`src/cfsd_pkg.sv`:
```
// ----------------------------------------------------------------------------
// CAN frame signal decoder package
// Types, constants, the entry table and the microprogram of the decoder.
// ----------------------------------------------------------------------------
package cfsd_pkg;

    localparam int unsigned IdWidth    = 29;
    localparam int unsigned DataWidth  = 64;
    localparam int unsigned BaseWidth  = 11;
    localparam int unsigned IndexWidth = 7;
    localparam int unsigned ValueWidth = 32;
    localparam int unsigned OffWidth   = 6;
    localparam logic [BaseWidth-1:0] BaseIdReset = 11'd160;

    typedef enum logic [4:0] {
        OP_W16_0,
        OP_W16_2,
        OP_W16_4,
        OP_W16_6,
        OP_B0,
        OP_B1,
        OP_B2,
        OP_B3,
        OP_B4,
        OP_B5,
        OP_B6,
        OP_B7,
        OP_A0,
        OP_A1,
        OP_A2,
        OP_B4_BIT0,
        OP_B4_TOP3,
        OP_B6_BIT0,
        OP_B6_BIT7,
        OP_B7_BIT0,
        OP_B7_BIT1,
        OP_B7_BIT2,
        OP_W32_4,
        OP_BE_0,
        OP_BE_4
    } t_op;

    typedef struct packed {
        t_op  op;
        logic eop;
    } t_uword;

    typedef struct packed {
        logic                  hit;
        logic [IndexWidth-1:0] addr;
    } t_entry;

    typedef struct packed {
        logic                  step;
        t_op                   op;
        logic [IndexWidth-1:0] index;
        logic                  last;
    } t_ctl;

    localparam logic [OffWidth-1:0] OffQuad0   = 6'h00;
    localparam logic [OffWidth-1:0] OffQuad1   = 6'h01;
    localparam logic [OffWidth-1:0] OffQuad2   = 6'h02;
    localparam logic [OffWidth-1:0] OffAnalog  = 6'h03;
    localparam logic [OffWidth-1:0] OffBytes   = 6'h04;
    localparam logic [OffWidth-1:0] OffQuad5   = 6'h05;
    localparam logic [OffWidth-1:0] OffQuad6   = 6'h06;
    localparam logic [OffWidth-1:0] OffQuad7   = 6'h07;
    localparam logic [OffWidth-1:0] OffQuad8   = 6'h08;
    localparam logic [OffWidth-1:0] OffQuad9   = 6'h09;
    localparam logic [OffWidth-1:0] OffStatus  = 6'h0A;
    localparam logic [OffWidth-1:0] OffQuadB   = 6'h0B;
    localparam logic [OffWidth-1:0] OffTorque  = 6'h0C;
    localparam logic [OffWidth-1:0] OffQuadD   = 6'h0D;
    localparam logic [OffWidth-1:0] OffQuadE   = 6'h0E;
    localparam logic [OffWidth-1:0] OffDiag    = 6'h0F;
    localparam logic [OffWidth-1:0] OffQuad10  = 6'h10;

    // Maps an identifier offset to the first step of its message. The
    // parameter response and all unused offsets have no program.
    function automatic t_entry entry_of(input logic [OffWidth-1:0] off);
        t_entry e;
        e.hit = 1'b1;
        unique case (off)
            OffQuad0:  e.addr = 7'd0;
            OffQuad1:  e.addr = 7'd4;
            OffQuad2:  e.addr = 7'd8;
            OffAnalog: e.addr = 7'd12;
            OffBytes:  e.addr = 7'd17;
            OffQuad5:  e.addr = 7'd25;
            OffQuad6:  e.addr = 7'd29;
            OffQuad7:  e.addr = 7'd33;
            OffQuad8:  e.addr = 7'd37;
            OffQuad9:  e.addr = 7'd41;
            OffStatus: e.addr = 7'd45;
            OffQuadB:  e.addr = 7'd56;
            OffTorque: e.addr = 7'd60;
            OffQuadD:  e.addr = 7'd63;
            OffQuadE:  e.addr = 7'd67;
            OffDiag:   e.addr = 7'd71;
            OffQuad10: e.addr = 7'd73;
            default: begin
                e.hit  = 1'b0;
                e.addr = '0;
            end
        endcase
        return e;
    endfunction

    // Microprogram: the step address is also the signal index.
    function automatic t_uword rom_word(input logic [IndexWidth-1:0] addr);
        t_uword w;
        unique case (addr)
            7'd0, 7'd4, 7'd8, 7'd12, 7'd25, 7'd29, 7'd33, 7'd37, 7'd41,
            7'd45, 7'd56, 7'd60, 7'd63, 7'd67, 7'd73:             w.op = OP_W16_0;
            7'd1, 7'd5, 7'd9, 7'd13, 7'd26, 7'd30, 7'd34, 7'd38, 7'd42,
            7'd57, 7'd61, 7'd64, 7'd68, 7'd74:                    w.op = OP_W16_2;
            7'd2, 7'd6, 7'd10, 7'd27, 7'd31, 7'd35, 7'd39, 7'd43,
            7'd58, 7'd65, 7'd69, 7'd75:                           w.op = OP_W16_4;
            7'd3, 7'd7, 7'd11, 7'd28, 7'd32, 7'd36, 7'd40, 7'd44,
            7'd59, 7'd66, 7'd70, 7'd76:                           w.op = OP_W16_6;
            7'd14: w.op = OP_A0;
            7'd15: w.op = OP_A1;
            7'd16: w.op = OP_A2;
            7'd17: w.op = OP_B0;
            7'd18: w.op = OP_B1;
            7'd19, 7'd46: w.op = OP_B2;
            7'd20, 7'd47: w.op = OP_B3;
            7'd21: w.op = OP_B4;
            7'd22, 7'd50: w.op = OP_B5;
            7'd23: w.op = OP_B6;
            7'd24: w.op = OP_B7;
            7'd48: w.op = OP_B4_BIT0;
            7'd49: w.op = OP_B4_TOP3;
            7'd51: w.op = OP_B6_BIT0;
            7'd52: w.op = OP_B6_BIT7;
            7'd53: w.op = OP_B7_BIT0;
            7'd54: w.op = OP_B7_BIT1;
            7'd55: w.op = OP_B7_BIT2;
            7'd62: w.op = OP_W32_4;
            7'd71: w.op = OP_BE_0;
            7'd72: w.op = OP_BE_4;
            default: w.op = OP_W16_0;
        endcase
        unique case (addr)
            7'd3, 7'd7, 7'd11, 7'd16, 7'd24, 7'd28, 7'd32, 7'd36, 7'd40,
            7'd44, 7'd55, 7'd59, 7'd62, 7'd66, 7'd70, 7'd72, 7'd76: w.eop = 1'b1;
            7'd0, 7'd1, 7'd2, 7'd4, 7'd5, 7'd6, 7'd8, 7'd9, 7'd10, 7'd12,
            7'd13, 7'd14, 7'd15, 7'd17, 7'd18, 7'd19, 7'd20, 7'd21, 7'd22,
            7'd23, 7'd25, 7'd26, 7'd27, 7'd29, 7'd30, 7'd31, 7'd33, 7'd34,
            7'd35, 7'd37, 7'd38, 7'd39, 7'd41, 7'd42, 7'd43, 7'd45, 7'd46,
            7'd47, 7'd48, 7'd49, 7'd50, 7'd51, 7'd52, 7'd53, 7'd54, 7'd56,
            7'd57, 7'd58, 7'd60, 7'd61, 7'd63, 7'd64, 7'd65, 7'd67, 7'd68,
            7'd69, 7'd71, 7'd73, 7'd74, 7'd75: w.eop = 1'b0;
            default: w.eop = 1'b1;
        endcase
        return w;
    endfunction

endpackage

```
`src/can_frame_signal_decoder_top.sv`:
```
// ----------------------------------------------------------------------------
// CAN frame signal decoder
// A frame is taken whole from the input stream. When its identifier equals
// base_id plus one of the broadcast offsets, a microprogram sequencer issues
// one decoded signal per cycle into the output register while the output side
// accepts. A message with N signals (2 to 11) keeps the input stalled after
// the frame is taken until the sequencer has issued its last signal. Frames
// that do not match, and the parameter response, produce no request and leave
// the input ready in the next cycle. The single step issue of the sequencer
// sets the rate of matching frames.
// ----------------------------------------------------------------------------
module can_frame_signal_decoder_top (
    input  logic        i_clk,
    input  logic        i_rst_n,
    input  logic        i_cfg_wr_en,
    input  logic [10:0] i_cfg_wr_data,
    input  logic        i_s_axis_tvalid,
    output logic        o_s_axis_tready,
    // can_id [28:0], frame_data [92:29], zero [95:93]
    input  logic [95:0] i_s_axis_tdata,
    output logic        o_m_axis_tvalid,
    input  logic        i_m_axis_tready,
    // signal_index [6:0], signal_value [38:7], zero [39]
    output logic [39:0] o_m_axis_tdata,
    output logic        o_m_axis_tlast
);
    import cfsd_pkg::*;

    logic [BaseWidth-1:0]  r_base_id;
    logic                  w_accept;
    logic [IdWidth-1:0]    w_can_id;
    logic [IdWidth:0]      w_diff;
    t_entry                w_entry;
    logic                  w_start;
    logic                  w_busy;
    logic                  w_out_free;
    t_ctl                  w_ctl;
    logic [IndexWidth-1:0] w_index;
    logic [ValueWidth-1:0] w_value;

    always_ff @(posedge i_clk) begin
        if (!i_rst_n) begin
            r_base_id <= BaseIdReset;
        end else if (i_cfg_wr_en) begin
            r_base_id <= i_cfg_wr_data;
        end
    end

    assign w_can_id = i_s_axis_tdata[IdWidth-1:0];
    assign w_diff   = {1'b0, w_can_id} - {{(IdWidth+1-BaseWidth){1'b0}}, r_base_id};
    assign w_entry  = entry_of(w_diff[OffWidth-1:0]);

    assign o_s_axis_tready = !w_busy;
    assign w_accept        = i_s_axis_tvalid && !w_busy;
    assign w_start         = w_accept && (w_diff[IdWidth:OffWidth] == '0) && w_entry.hit;

    cfsd_seq u_seq (
        .i_clk      (i_clk),
        .i_rst_n    (i_rst_n),
        .i_start    (w_start),
        .i_entry    (w_entry.addr),
        .i_out_free (w_out_free),
        .o_busy     (w_busy),
        .o_ctl      (w_ctl)
    );

    cfsd_dp u_dp (
        .i_clk      (i_clk),
        .i_rst_n    (i_rst_n),
        .i_load     (w_accept),
        .i_data     (i_s_axis_tdata[IdWidth+DataWidth-1:IdWidth]),
        .i_ctl      (w_ctl),
        .i_ready    (i_m_axis_tready),
        .o_out_free (w_out_free),
        .o_valid    (o_m_axis_tvalid),
        .o_index    (w_index),
        .o_value    (w_value),
        .o_last     (o_m_axis_tlast)
    );

    assign o_m_axis_tdata = {1'b0, w_value, w_index};

endmodule

```
`src/cfsd_seq.sv`:
```
// ----------------------------------------------------------------------------
// Microprogram sequencer
// Step counter over the microprogram; issues one control word per step.
// ----------------------------------------------------------------------------
module cfsd_seq (
    input  logic                           i_clk,
    input  logic                           i_rst_n,
    input  logic                           i_start,
    input  logic [cfsd_pkg::IndexWidth-1:0] i_entry,
    input  logic                           i_out_free,
    output logic                           o_busy,
    output cfsd_pkg::t_ctl                 o_ctl
);
    import cfsd_pkg::*;

    logic                  r_busy, n_busy;
    logic [IndexWidth-1:0] r_pc, n_pc;
    t_uword                w_word;
    logic                  w_step;

    assign w_word = rom_word(r_pc);
    assign w_step = r_busy && i_out_free;

    always_comb begin
        n_busy = r_busy;
        n_pc   = r_pc;
        priority if (i_start) begin
            n_busy = 1'b1;
            n_pc   = i_entry;
        end else if (w_step) begin
            if (w_word.eop) begin
                n_busy = 1'b0;
            end else begin
                n_pc = r_pc + 1'b1;
            end
        end
    end

    always_ff @(posedge i_clk) begin
        if (!i_rst_n) begin
            r_busy <= 1'b0;
        end else begin
            r_busy <= n_busy;
        end
    end

    always_ff @(posedge i_clk) begin
        r_pc <= n_pc;
    end

    assign o_busy      = r_busy;
    assign o_ctl.step  = w_step;
    assign o_ctl.op    = w_word.op;
    assign o_ctl.index = r_pc;
    assign o_ctl.last  = w_word.eop;

endmodule

```
`src/cfsd_dp.sv`:
```
// ----------------------------------------------------------------------------
// Decoder datapath
// Frame payload register, field extraction and the output register.
// ----------------------------------------------------------------------------
module cfsd_dp (
    input  logic                            i_clk,
    input  logic                            i_rst_n,
    input  logic                            i_load,
    input  logic [cfsd_pkg::DataWidth-1:0]  i_data,
    input  cfsd_pkg::t_ctl                  i_ctl,
    input  logic                            i_ready,
    output logic                            o_out_free,
    output logic                            o_valid,
    output logic [cfsd_pkg::IndexWidth-1:0] o_index,
    output logic [cfsd_pkg::ValueWidth-1:0] o_value,
    output logic                            o_last
);
    import cfsd_pkg::*;

    logic [DataWidth-1:0]  r_data;
    logic                  r_valid, n_valid;
    logic [IndexWidth-1:0] r_index;
    logic [ValueWidth-1:0] r_value;
    logic                  r_last;
    logic [ValueWidth-1:0] w_field;

    always_comb begin
        unique case (i_ctl.op)
            OP_W16_0:   w_field = {16'd0, r_data[15:0]};
            OP_W16_2:   w_field = {16'd0, r_data[31:16]};
            OP_W16_4:   w_field = {16'd0, r_data[47:32]};
            OP_W16_6:   w_field = {16'd0, r_data[63:48]};
            OP_B0:      w_field = {24'd0, r_data[7:0]};
            OP_B1:      w_field = {24'd0, r_data[15:8]};
            OP_B2:      w_field = {24'd0, r_data[23:16]};
            OP_B3:      w_field = {24'd0, r_data[31:24]};
            OP_B4:      w_field = {24'd0, r_data[39:32]};
            OP_B5:      w_field = {24'd0, r_data[47:40]};
            OP_B6:      w_field = {24'd0, r_data[55:48]};
            OP_B7:      w_field = {24'd0, r_data[63:56]};
            OP_A0:      w_field = {22'd0, r_data[41:32]};
            OP_A1:      w_field = {22'd0, r_data[51:42]};
            OP_A2:      w_field = {22'd0, r_data[61:52]};
            OP_B4_BIT0: w_field = {31'd0, r_data[32]};
            OP_B4_TOP3: w_field = {29'd0, r_data[39:37]};
            OP_B6_BIT0: w_field = {31'd0, r_data[48]};
            OP_B6_BIT7: w_field = {31'd0, r_data[55]};
            OP_B7_BIT0: w_field = {31'd0, r_data[56]};
            OP_B7_BIT1: w_field = {31'd0, r_data[57]};
            OP_B7_BIT2: w_field = {31'd0, r_data[58]};
            OP_W32_4:   w_field = r_data[63:32];
            OP_BE_0:    w_field = {r_data[7:0], r_data[15:8], r_data[23:16], r_data[31:24]};
            OP_BE_4:    w_field = {r_data[39:32], r_data[47:40], r_data[55:48],
                                   r_data[63:56]};
            default:    w_field = '0;
        endcase
    end

    assign o_out_free = !r_valid || i_ready;

    always_comb begin
        n_valid = r_valid;
        priority if (i_ctl.step) begin
            n_valid = 1'b1;
        end else if (i_ready) begin
            n_valid = 1'b0;
        end
    end

    always_ff @(posedge i_clk) begin
        if (!i_rst_n) begin
            r_valid <= 1'b0;
        end else begin
            r_valid <= n_valid;
        end
    end

    always_ff @(posedge i_clk) begin
        if (i_load) begin
            r_data <= i_data;
        end
        if (i_ctl.step) begin
            r_index <= i_ctl.index;
            r_value <= w_field;
            r_last  <= i_ctl.last;
        end
    end

    assign o_valid = r_valid;
    assign o_index = r_index;
    assign o_value = r_value;
    assign o_last  = r_last;

endmodule

```
`config.mk`:
```
export PLATFORM = sky130hd
export DESIGN_NAME = can_frame_signal_decoder_top
export DESIGN_NICKNAME = d
export VERILOG_FILES = /design/src/cfsd_pkg.sv /design/src/can_frame_signal_decoder_top.sv /design/src/cfsd_seq.sv /design/src/cfsd_dp.sv
export SDC_FILE = /design/constraint.sdc
export NUM_CORES = 1
export LEC_CHECK = 0
export BUFFER_PORTS_ARGS = -buffer_cell sky130_fd_sc_hd__clkbuf_2
export CAP_MARGIN = 20
export CORE_MARGIN = 1
export CORE_UTILIZATION = 40
export DETAILED_ROUTE_END_ITERATION = 10
export PLACE_DENSITY = 0.67
export SYNTH_ARGS = -nofsm -noshare
export SYNTH_HDL_FRONTEND = slang
export SYNTH_HIERARCHICAL = 1
export SYNTH_SLANG_ARGS = --single-unit
```
`constraint.sdc`:
```
create_clock -name i_clk -period 15.7 [get_ports i_clk]
set_input_delay 2.355 -clock i_clk [delete_from_list [all_inputs] [get_ports i_clk]]
set_output_delay 2.355 -clock i_clk [all_outputs]
set_load 0.05 [all_outputs]
```
==> flow_summary.yaml, run 1 <==
status:
  status: "complete, no violations"
detailed_routing:
  drt_pass1_iterations: 5
  drc: 0
  drtIter0Drc: 731
  vias_per_cell: 5.893
  wirelength_um: 22590
  wire_per_inst_um: 19.68
  ant_nets: 0
  via_count: 6765
layout:
  layout-drive-gt1-share: 0.2664
  fillerInstances: 1831
  final_cells: 1148
  multi_input_area_um2: 3887
  final_cell_mix: "clkbuf_2, edfxtp_1, nand2_1"
  nets: 999
  syn2layout_area_growth_pct: 18.43
  fin_area_um2: 9478
  layout.cells.most_common: "clkbuf_2"
  seqCellArea_um2: 3714
timing:
  relSlewSlack: 0.2643
  tns_ns: 0
  post-route-min-period_ns: 7.213
  max_clock_freq_ghz: 0.1386
  hold_viol: 0
  tightestPinTransition_ns: 1.094
  finalWorstSetupSlack_ns: 8.487
  slew_viol_final: 0
  grt_setup_unrepaired: "false"
  period_share: 0.4594
  skew_ns: 0.01115
  finalSetupViolCount: 0
global_route:
  grt_pass1_wl_um: 34540
  gr-usage-met1: 0.2888
  grt_busiest_layer: "met2"
  grt_overflow_total: 0
  grt_antenna_before_repair: 1
  met2_usage: 0.3605
  use_met3: 0.04365
  grt_util_all_layers: 0.2225
  grt_max_degree: 66
  grt_pass1_vias: 6269
place:
  dpl.cell_count: 1114
  post_dp_cell_area_um2: 8837
  portBuffers: 150
  gp_congestion: 0.9320
  hpwl_um: 15650
  pre_cts_ws_ns: 8.135
floorplan:
  fp.dieH_um: 143.4
  dieArea_um2: 20580
  core_um2: 19530
  die_w_um: 143.4
  start_util: 0.4098
  fp-row-count: 51
  ios: 155
logic_synthesis:
  synth_ff_type: "edfxtp_1"
  synth_cell_types: 101
  syn_nets: 875
  synth-edff-count: 111
  syn-instance-count: 745
  netlist_area_um2: 8003
  async_flop_share: 0
  ys_ff_latch: 130
  seq_area_frac_synth: 0.4640
  syn_avg_cell_area_um2: 10.74
  ys_warn_count: 6
hold_path:
  hold_path_class: "reg2reg"
cts:
  ctsResizeCount: 0
  htreeDepth: 4
  numCtsBuffers: 17
  cts.reportedPaths.clkPinSlew_ns: 0.06
  clockBufferDepth: 2
  ctsHoldBuffers: 0
  clock_latency_ns: 0.43
  clkSinkCount: 130
  cts_setup_buffers: 0
  cts-root-buf: "clkbuf_16"
  cts_tree: "built"
setup_path:
  critical_path_peak_fanout: 65
  start_kind: "input pin"
  cp.required_ns: 16.00
  critPathArrivalTime_ns: 7.52
  worstSetupEndpointType: "flip-flop"
  path_class: "in2reg"
pwr:
  finalPower_uw: 903.0
  p_leak_uw: 0.003573
  vdd_drop_max_mv: 0.07606
  powerDensity_nw_per_um2: 95.28
flow_run:
  cap_violations: 0
[worst paths after layout]
kind | endpoint | slack [ns] | depth (start not counted) | start
min reg2reg | r_base_id[5]$_SDFFE_PN1P_ | 0.49 | 2 | r_base_id[5]$_SDFFE_PN1P_
max | u_seq/o_ctl[9]$_DFF_P_ | 8.49 | 20 | i_s_axis_tvalid
max reg2reg | u_seq/o_ctl[9]$_DFF_P_ | 10.10 | 19 | u_seq/o_busy$_SDFFE_PN0P_
min | r_base_id[5]$_SDFFE_PN1P_ | 0.49 | 2 | r_base_id[5]$_SDFFE_PN1P_
[kinds of logic after synthesis]
group                    Yosys count  share of synthesized area
AND/OR/NAND/NOR                  259                     0.1918
AO/OA/AOI/OAI                    216                     0.2134
flip-flops                       130                     0.4640
buffers and inverters             82                    0.05222
multiplexers                      23                    0.03049
adder cells (fa/ha/maj)           18                    0.02908
XOR/XNOR                          16                    0.01845
other                              1                  0.0004686
[metal layers]
layer / routed length [um] / up-vias / share of wire
met5: 0 / - / 0
met4: 632 / 0 / 0.028
met3: 1304 / 42 / 0.058
met2: 10790 / 292 / 0.48
met1: 9864 / 3254 / 0.44
li1: - / 3177 / -
[power by group]
part | internal, uW | switching, uW | leakage [uW]
Clock | 242 | 171 | 0.000301
Sequential | 391 | 15.5 | 0.00113
Combinational | 36.6 | 46.1 | 0.00214
[Yosys cell counts, drive strengths merged (11+ instances only)]
cell / count / share of area
o211ai: 12 / 0.011
and3: 19 / 0.015
nand4: 15 / 0.013
ha: 17 / 0.027
nand3: 16 / 0.011
nor3: 17 / 0.013
nand3b: 15 / 0.016
o21ai: 26 / 0.016
nand2: 66 / 0.032
inv: 31 / 0.015
nand2b: 14 / 0.011
a211oi: 13 / 0.014
nor2: 28 / 0.014
buf: 38 / 0.032
mux2i: 15 / 0.019
a21oi: 26 / 0.018
dfxtp: 19 / 0.048
edfxtp: 111 / 0.42
a22oi: 23 / 0.022
a2111oi: 11 / 0.013
clkbuf: 13 / 0.0061
nor2b: 22 / 0.017
a222oi: 15 / 0.019
[per-stage QoR]
step / hold WS, ns / utilization
floorplan: 0.4486 / -
global placement: 0.4751 / 0.4526
detailed placement: 0.4787 / 0.4526
CTS: 0.4921 / 0.4842
global route: 0.5345 / 0.4854
finish: 0.4857 / 0.4854
[worst max-delay path, stage by stage]
cell	delay [ns]
clkbuf_2	0.10
nor2b_4	0.12
buf_4	0.65
nand3_1	0.18
a211oi_2	0.19
nand4_1	0.20
a2111o_1	0.48
a2111oi_2	0.22
nand4_1	0.19
a211oi_4	0.23
buf_4	0.39
mux2_2	0.42
o21bai_1	0.16
o21ai_0	0.33
ha_1	0.46
inv_1	0.14
nand3_1	0.12
o21ai_0	0.10
o211a_1	0.23
a31o_1	0.21
[flip-flops by register name, summed over array words and instances, names as in the netlist]
| register | flops |
|---|---|
| r_base_id | 11 |
| u_dp/o_index | 7 |
| u_dp/o_last | 1 |
| u_dp/o_valid | 1 |
| u_dp/o_value | 32 |
| u_dp/r_data | 64 |
| u_seq/o_busy | 1 |
| u_seq/o_ctl | 6 |
| u_seq/r_pc | 7 |
[final cells by class]
class,count,area share
clock buffer,17,0.04488
antenna,1,0.0002640
inverter,31,0.01228
sequential,130,0.3918
multi-input combinational,533,0.4102
timing repair buffer,156,0.08528
clock inverter,15,0.02033
tap,265,0.03498
Note: power is estimated with default switching activity, not from simulation.
==> run 2: changes to the inputs <==
--- a/config.mk
+++ b/config.mk
@@ -5,12 +5,13 @@
 export SDC_FILE = /design/constraint.sdc
 export NUM_CORES = 1
 export LEC_CHECK = 0
+export ABC_AREA = 1
 export BUFFER_PORTS_ARGS = -buffer_cell sky130_fd_sc_hd__clkbuf_2
 export CAP_MARGIN = 20
 export CORE_MARGIN = 1
 export CORE_UTILIZATION = 40
 export DETAILED_ROUTE_END_ITERATION = 10
-export PLACE_DENSITY = 0.67
+export PLACE_DENSITY = 0.66
 export SYNTH_ARGS = -nofsm -noshare
 export SYNTH_HDL_FRONTEND = slang
 export SYNTH_HIERARCHICAL = 1
==> constraint.sdc (replaced) <==
create_clock -name i_clk -period 7.15 [get_ports i_clk]
set_input_delay 1.0725 -clock i_clk [delete_from_list [all_inputs] [get_ports i_clk]]
set_output_delay 1.0725 -clock i_clk [all_outputs]
set_load 0.05 [all_outputs]
==> flow_summary.yaml, run 2 <==
setup_path:
  cpPeakStageDelay_ns: 0.42
  cpMostUsedCell: "nand2_1"
  worstSetupEndpointType: "flip-flop"
  rr_startpoint: "r_base_id[0]$_SDFFE_PN0P_"
  r2r_cells: 33
  start_kind: "input pin"
  reg2reg_to: "u_seq/o_ctl[8]$_DFF_P_"
  crit_end: "u_seq/o_ctl[8]$_DFF_P_"
  cp_slowest_cell: "fa_1"
  critical_path_peak_fanout: 19
  critPathArrivalTime_ns: 5.30
  startpoint: "i_s_axis_tdata[0]"
  r2r_slack_ns: 2.55
  cp.required_ns: 7.46
  path_class: "in2reg"
layout:
  final_cell_mix: "nand2_1, clkbuf_2, inv_1"
  layout-drive-gt1-share: 0.1997
  fillerInstances: 2188
  largest_register: "u_dp/r_data"
  fin_area_um2: 10430
  layout.cells.most_common: "nand2_1"
  syn2layout_area_growth_pct: 16.89
  diodes: 0
  largest_register_ffs: 64
  nets: 1484
timing:
  relSlewSlack: 0.2288
  period_share: 0.6977
  post-route-min-period_ns: 4.988
  tightestPinTransition_ns: 1.153
  hold_viol: 0
  slew_viol_final: 0
  skew_ns: 0.008087
  max_clock_freq_ghz: 0.2005
  finalSetupViolCount: 0
  grt_setup_unrepaired: "false"
  tns_ns: 0
hold_path:
  hold_path_class: "reg2reg"
  hold_depth: 2
global_route:
  grt_util_all_layers: 0.2308
  grt_max_degree: 65
  grt_antenna_before_repair: 0
  grt_pass1_vias: 7795
  grt_overflow_total: 0
  grt_pass1_wl_um: 40360
logic_synthesis:
  synthTopCellsByArea: "edfxtp_1, nand2_1, nand3_1"
  netlist_area_um2: 8921
  syn-instance-count: 1207
  synth_most_common_cell: "nand2_1"
  synth_ff_type: "edfxtp_1"
  syn_avg_cell_area_um2: 7.391
  synth-edff-count: 111
  yosys.area.top_type: "edfxtp_1"
  seq_area_frac_synth: 0.4163
  ys_ff_latch: 130
  ys_warn_count: 6
  synthTopCellsByCount: "nand2_1, inv_1, nor2_1"
  async_flop_share: 0
  synth_cell_types: 48
  synth_top_area_frac: 0.3736
  syn_nets: 1337
cts:
  clkSinkCount: 130
  cts.reportedPaths.clkPinSlew_ns: 0.06
  ctsResizeCount: 0
  cts-root-buf: "clkbuf_16"
  clock_latency_ns: 0.42
  numCtsBuffers: 17
  ctsHoldBuffers: 0
  cts_tree: "built"
  htreeDepth: 4
  cts_setup_buffers: 0
  clockBufferDepth: 2
place:
  hpwl_um: 19540
  post_dp_cell_area_um2: 9857
  portBuffers: 150
  gp_congestion: 0.9607
detailed_routing:
  drt_pass1_iterations: 7
  vias_per_cell: 5.197
  via_count: 8559
  wirelength_um: 25970
  drtIter0Drc: 797
  wire_per_inst_um: 15.77
  ant_nets: 0
  drc: 0
floorplan:
  core_um2: 21820
  ios: 155
  fp-row-count: 54
  start_util: 0.4088
  fp.dieH_um: 151.3
  die_w_um: 151.3
  dieArea_um2: 22900
status:
  status: "complete, no violations"
pwr:
  vdd_drop_max_mv: 0.1295
  p_leak_uw: 0.004883
  powerDensity_nw_per_um2: 188.5
flow_run:
  cap_violations: 0
run 2: critical path: cells and delay by family:
| kind | cells | cell delay (ns) |
|---|---|---|
| AOI/OAI and AO/OA | 1 | 0.17 |
| adders and majority gates | 3 | 0.91 |
| buffers and inverters | 6 | 0.63 |
| and+or+nand+nor | 25 | 2.50 |
run 2: how the worst min path moves through the flow:
stage / startpoint / end / slack, ns
after floorplan: u_seq/o_ctl[0]$_DFF_P_ / u_dp/o_last$_DFFE_PP_ / 0.43
after global placement: r_base_id[2]$_SDFFE_PN0P_ / r_base_id[2]$_SDFFE_PN0P_ / 0.45
after detailed placement: r_base_id[10]$_SDFFE_PN0P_ / r_base_id[10]$_SDFFE_PN0P_ / 0.46
after CTS: r_base_id[10]$_SDFFE_PN0P_ / r_base_id[10]$_SDFFE_PN0P_ / 0.46
after global routing: r_base_id[2]$_SDFFE_PN0P_ / r_base_id[2]$_SDFFE_PN0P_ / 0.49
final: r_base_id[10]$_SDFFE_PN0P_ / r_base_id[10]$_SDFFE_PN0P_ / 0.46
run 2: cell families after synthesis:
| logic type | after synthesis | synth area share |
|---|---|---|
| other | 1 | 0.0004204 |
| buffers and inverters | 188 | 0.09018 |
| adders and majority gates | 18 | 0.02609 |
| xor gates and xnor gates | 6 | 0.006734 |
| and+or+nand+nor | 764 | 0.3920 |
| AOI/OAI and AO/OA | 100 | 0.06830 |
| DFF | 130 | 0.4163 |
run 2: layout make-up:
cell class | instances | area, um^2 | share of cell area
Multi-Input combinational cell | 889 | 4410 | 0.4230
Sequential cell | 130 | 3714 | 0.3561
Timing Repair Buffer | 152 | 765.7 | 0.07343
Inverter | 164 | 616.8 | 0.05916
Clock buffer | 19 | 432.9 | 0.04152
Tap cell | 280 | 350.3 | 0.03360
Clock inverter | 13 | 137.6 | 0.01320
run 2: metrics by stage:
stage	power, uW	std cells	util	hold slack (ns)	worst slack [ns]
floorplan	1047	1207	-	0.4300	0.7101
CTS	1980	1647	0.4778	0.4648	2.180
global placement	1136	1615	0.4517	0.4473	1.755
finish	1966	1647	0.4778	0.4625	2.162
detailed placement	1136	1615	0.4517	0.4559	1.783
global route	2041	1647	0.4778	0.4867	1.706
run 2: report_power, final:
group	switching, uW	internal, uW	leakage (uW)	total (uW)
Sequential	38.0	860	0.00115	898
Clock	328	512	0.000266	839
Combinational	146	82.4	0.00347	229
run 2: metal layers:
layer,up-vias,part of all wire,track usage
met2,357,0.47,0.3806
met5,-,0,0
li1,4233,-,-
met4,0,0.031,0.09700
met1,3911,0.43,0.2974
met3,58,0.069,0.03886
==> run 3: changes to the inputs <==
==> constraint.sdc (replaced) <==
create_clock -name i_clk -period 5.1 [get_ports i_clk]
set_input_delay 0.765 -clock i_clk [delete_from_list [all_inputs] [get_ports i_clk]]
set_output_delay 0.765 -clock i_clk [all_outputs]
set_load 0.05 [all_outputs]
==> flow_summary.yaml, run 3 (synthesis results as in run 2) <==
layout:
  layout.cells.most_common: "nand2_1"
  layout-drive-gt1-share: 0.2042
  diodes: 0
  largest_register: "u_dp/r_data"
  syn2layout_area_growth_pct: 17.13
  nets: 1488
  largest_register_ffs: 64
  utilization: 0.4788
  final_cell_mix: "nand2_1, clkbuf_2, inv_1"
  fin_area_um2: 10450
cts:
  htreeDepth: 4
  ctsHoldBuffers: 0
  cts_setup_buffers: 0
  clock_latency_ns: 0.43
  cts_tree: "built"
  cts-root-buf: "clkbuf_16"
  clkSinkCount: 130
  ctsResizeCount: 0
  numCtsBuffers: 17
  clockBufferDepth: 2
  cts.reportedPaths.clkPinSlew_ns: 0.06
timing:
  slew_viol_final: 0
  tns_ns: 0
  hold_slack_ns: 0.4631
  hold_viol: 0
  relSlewSlack: 0.3784
  period_share: 0.8595
  tightestPinTransition_ns: 0.9311
  grt_setup_unrepaired: "false"
  skew_ns: 0.01082
  post-route-min-period_ns: 4.383
  max_clock_freq_ghz: 0.2281
  finalSetupViolCount: 0
global_route:
  grt_pass1_vias: 7996
  grt_max_degree: 65
  gr-usage-met1: 0.2978
  grt_util_all_layers: 0.2340
  met2_usage: 0.3977
  grt_pass1_wl_um: 40730
  grt_busiest_layer: "met2"
  grt_antenna_before_repair: 0
  use_met3: 0.04157
  grt_overflow_total: 0
place:
  portBuffers: 150
  hpwl_um: 19750
  post_dp_cell_area_um2: 9879
  gp_congestion: 0.9481
detailed_routing:
  wirelength_um: 26050
  ant_nets: 0
  drc: 0
  wire_per_inst_um: 15.78
  drt_pass1_iterations: 6
  vias_per_cell: 5.209
  via_count: 8600
  drtIter0Drc: 781
hold_path:
  hold_path_class: "reg2reg"
floorplan:
  start_util: 0.4088
  fp.dieH_um: 151.3
  die_w_um: 151.3
  ios: 155
  dieArea_um2: 22900
  core_um2: 21820
  fp-row-count: 54
setup_path:
  cpPeakStageDelay_ns: 0.41
  cp_slowest_cell: "fa_1"
  worstSetupEndpointType: "flip-flop"
  path_class: "in2reg"
  cpMostUsedCell: "nand2_1"
  cp.required_ns: 5.42
  start_kind: "input pin"
  critPathArrivalTime_ns: 4.70
  critical_path_peak_fanout: 8
status:
  status: "complete, no violations"
flow_run:
  cap_violations: 0
pwr:
  vdd_drop_max_mv: 0.1547
  p_leak_uw: 0.004907
  powerDensity_nw_per_um2: 261.5
-- run 3: power breakdown --
part | switching (uW) | total (uW) | leakage, uW | internal [uW]
sequential | 52.7 | 1260 | 0.00115 | 1210
clock | 481 | 1150 | 0.000269 | 672
combinational | 205 | 321 | 0.00349 | 116
total | 739 | 2730 | 0.00491 | 1990
-- run 3: cell type report --
class                      count  area, um^2
multi-input combinational    889        4410
clock inverter                15       132.6
sequential                   130        3714
tap                          280       350.3
timing repair buffer         156       799.5
fill                        2210       11370
clock buffer                  17       425.4
inverter                     164       616.8
-- run 3: worst paths after layout --
kind | endpoint | startpoint | depth (start not counted) | slack [ns]
hold reg to reg | r_base_id[3]$_SDFFE_PN0P_ | r_base_id[3]$_SDFFE_PN0P_ | 2 | 0.46
setup / recovery | u_seq/o_ctl[8]$_DFF_P_ | i_s_axis_tdata[0] | 33 | 0.72
hold / removal | r_base_id[3]$_SDFFE_PN0P_ | r_base_id[3]$_SDFFE_PN0P_ | 2 | 0.46
setup reg to reg | u_seq/o_ctl[8]$_DFF_P_ | r_base_id[0]$_SDFFE_PN0P_ | 31 | 0.84
-- run 3: routing by layer --
layer	up-vias	wire (um)
met2	371	12440
met1	3936	11110
met3	44	1843
met5	-	0
met4	0	649
li1	4249	-
-- run 3: per-stage QoR --
step / setup slack, ns / power, uW / instances
finish: 0.7165 / 2732 / 1651
global route: 0.3495 / 2848 / 1651
CTS: 0.7849 / 2749 / 1650
detailed placement: 0.3588 / 1595 / 1618
global placement: 0.3966 / 1594 / 1618
floorplan: 0.06559 / 1467 / 1207
-- run 3: worst max-delay path: cells and delay by family --
family	cells	cell delay (ns)
adder cells (fa/ha/maj)	3	0.92
XOR/XNOR	1	0.20
AND/OR/NAND/NOR	20	1.82
buffers and inverters	7	0.75
AO/OA/AOI/OAI	2	0.27
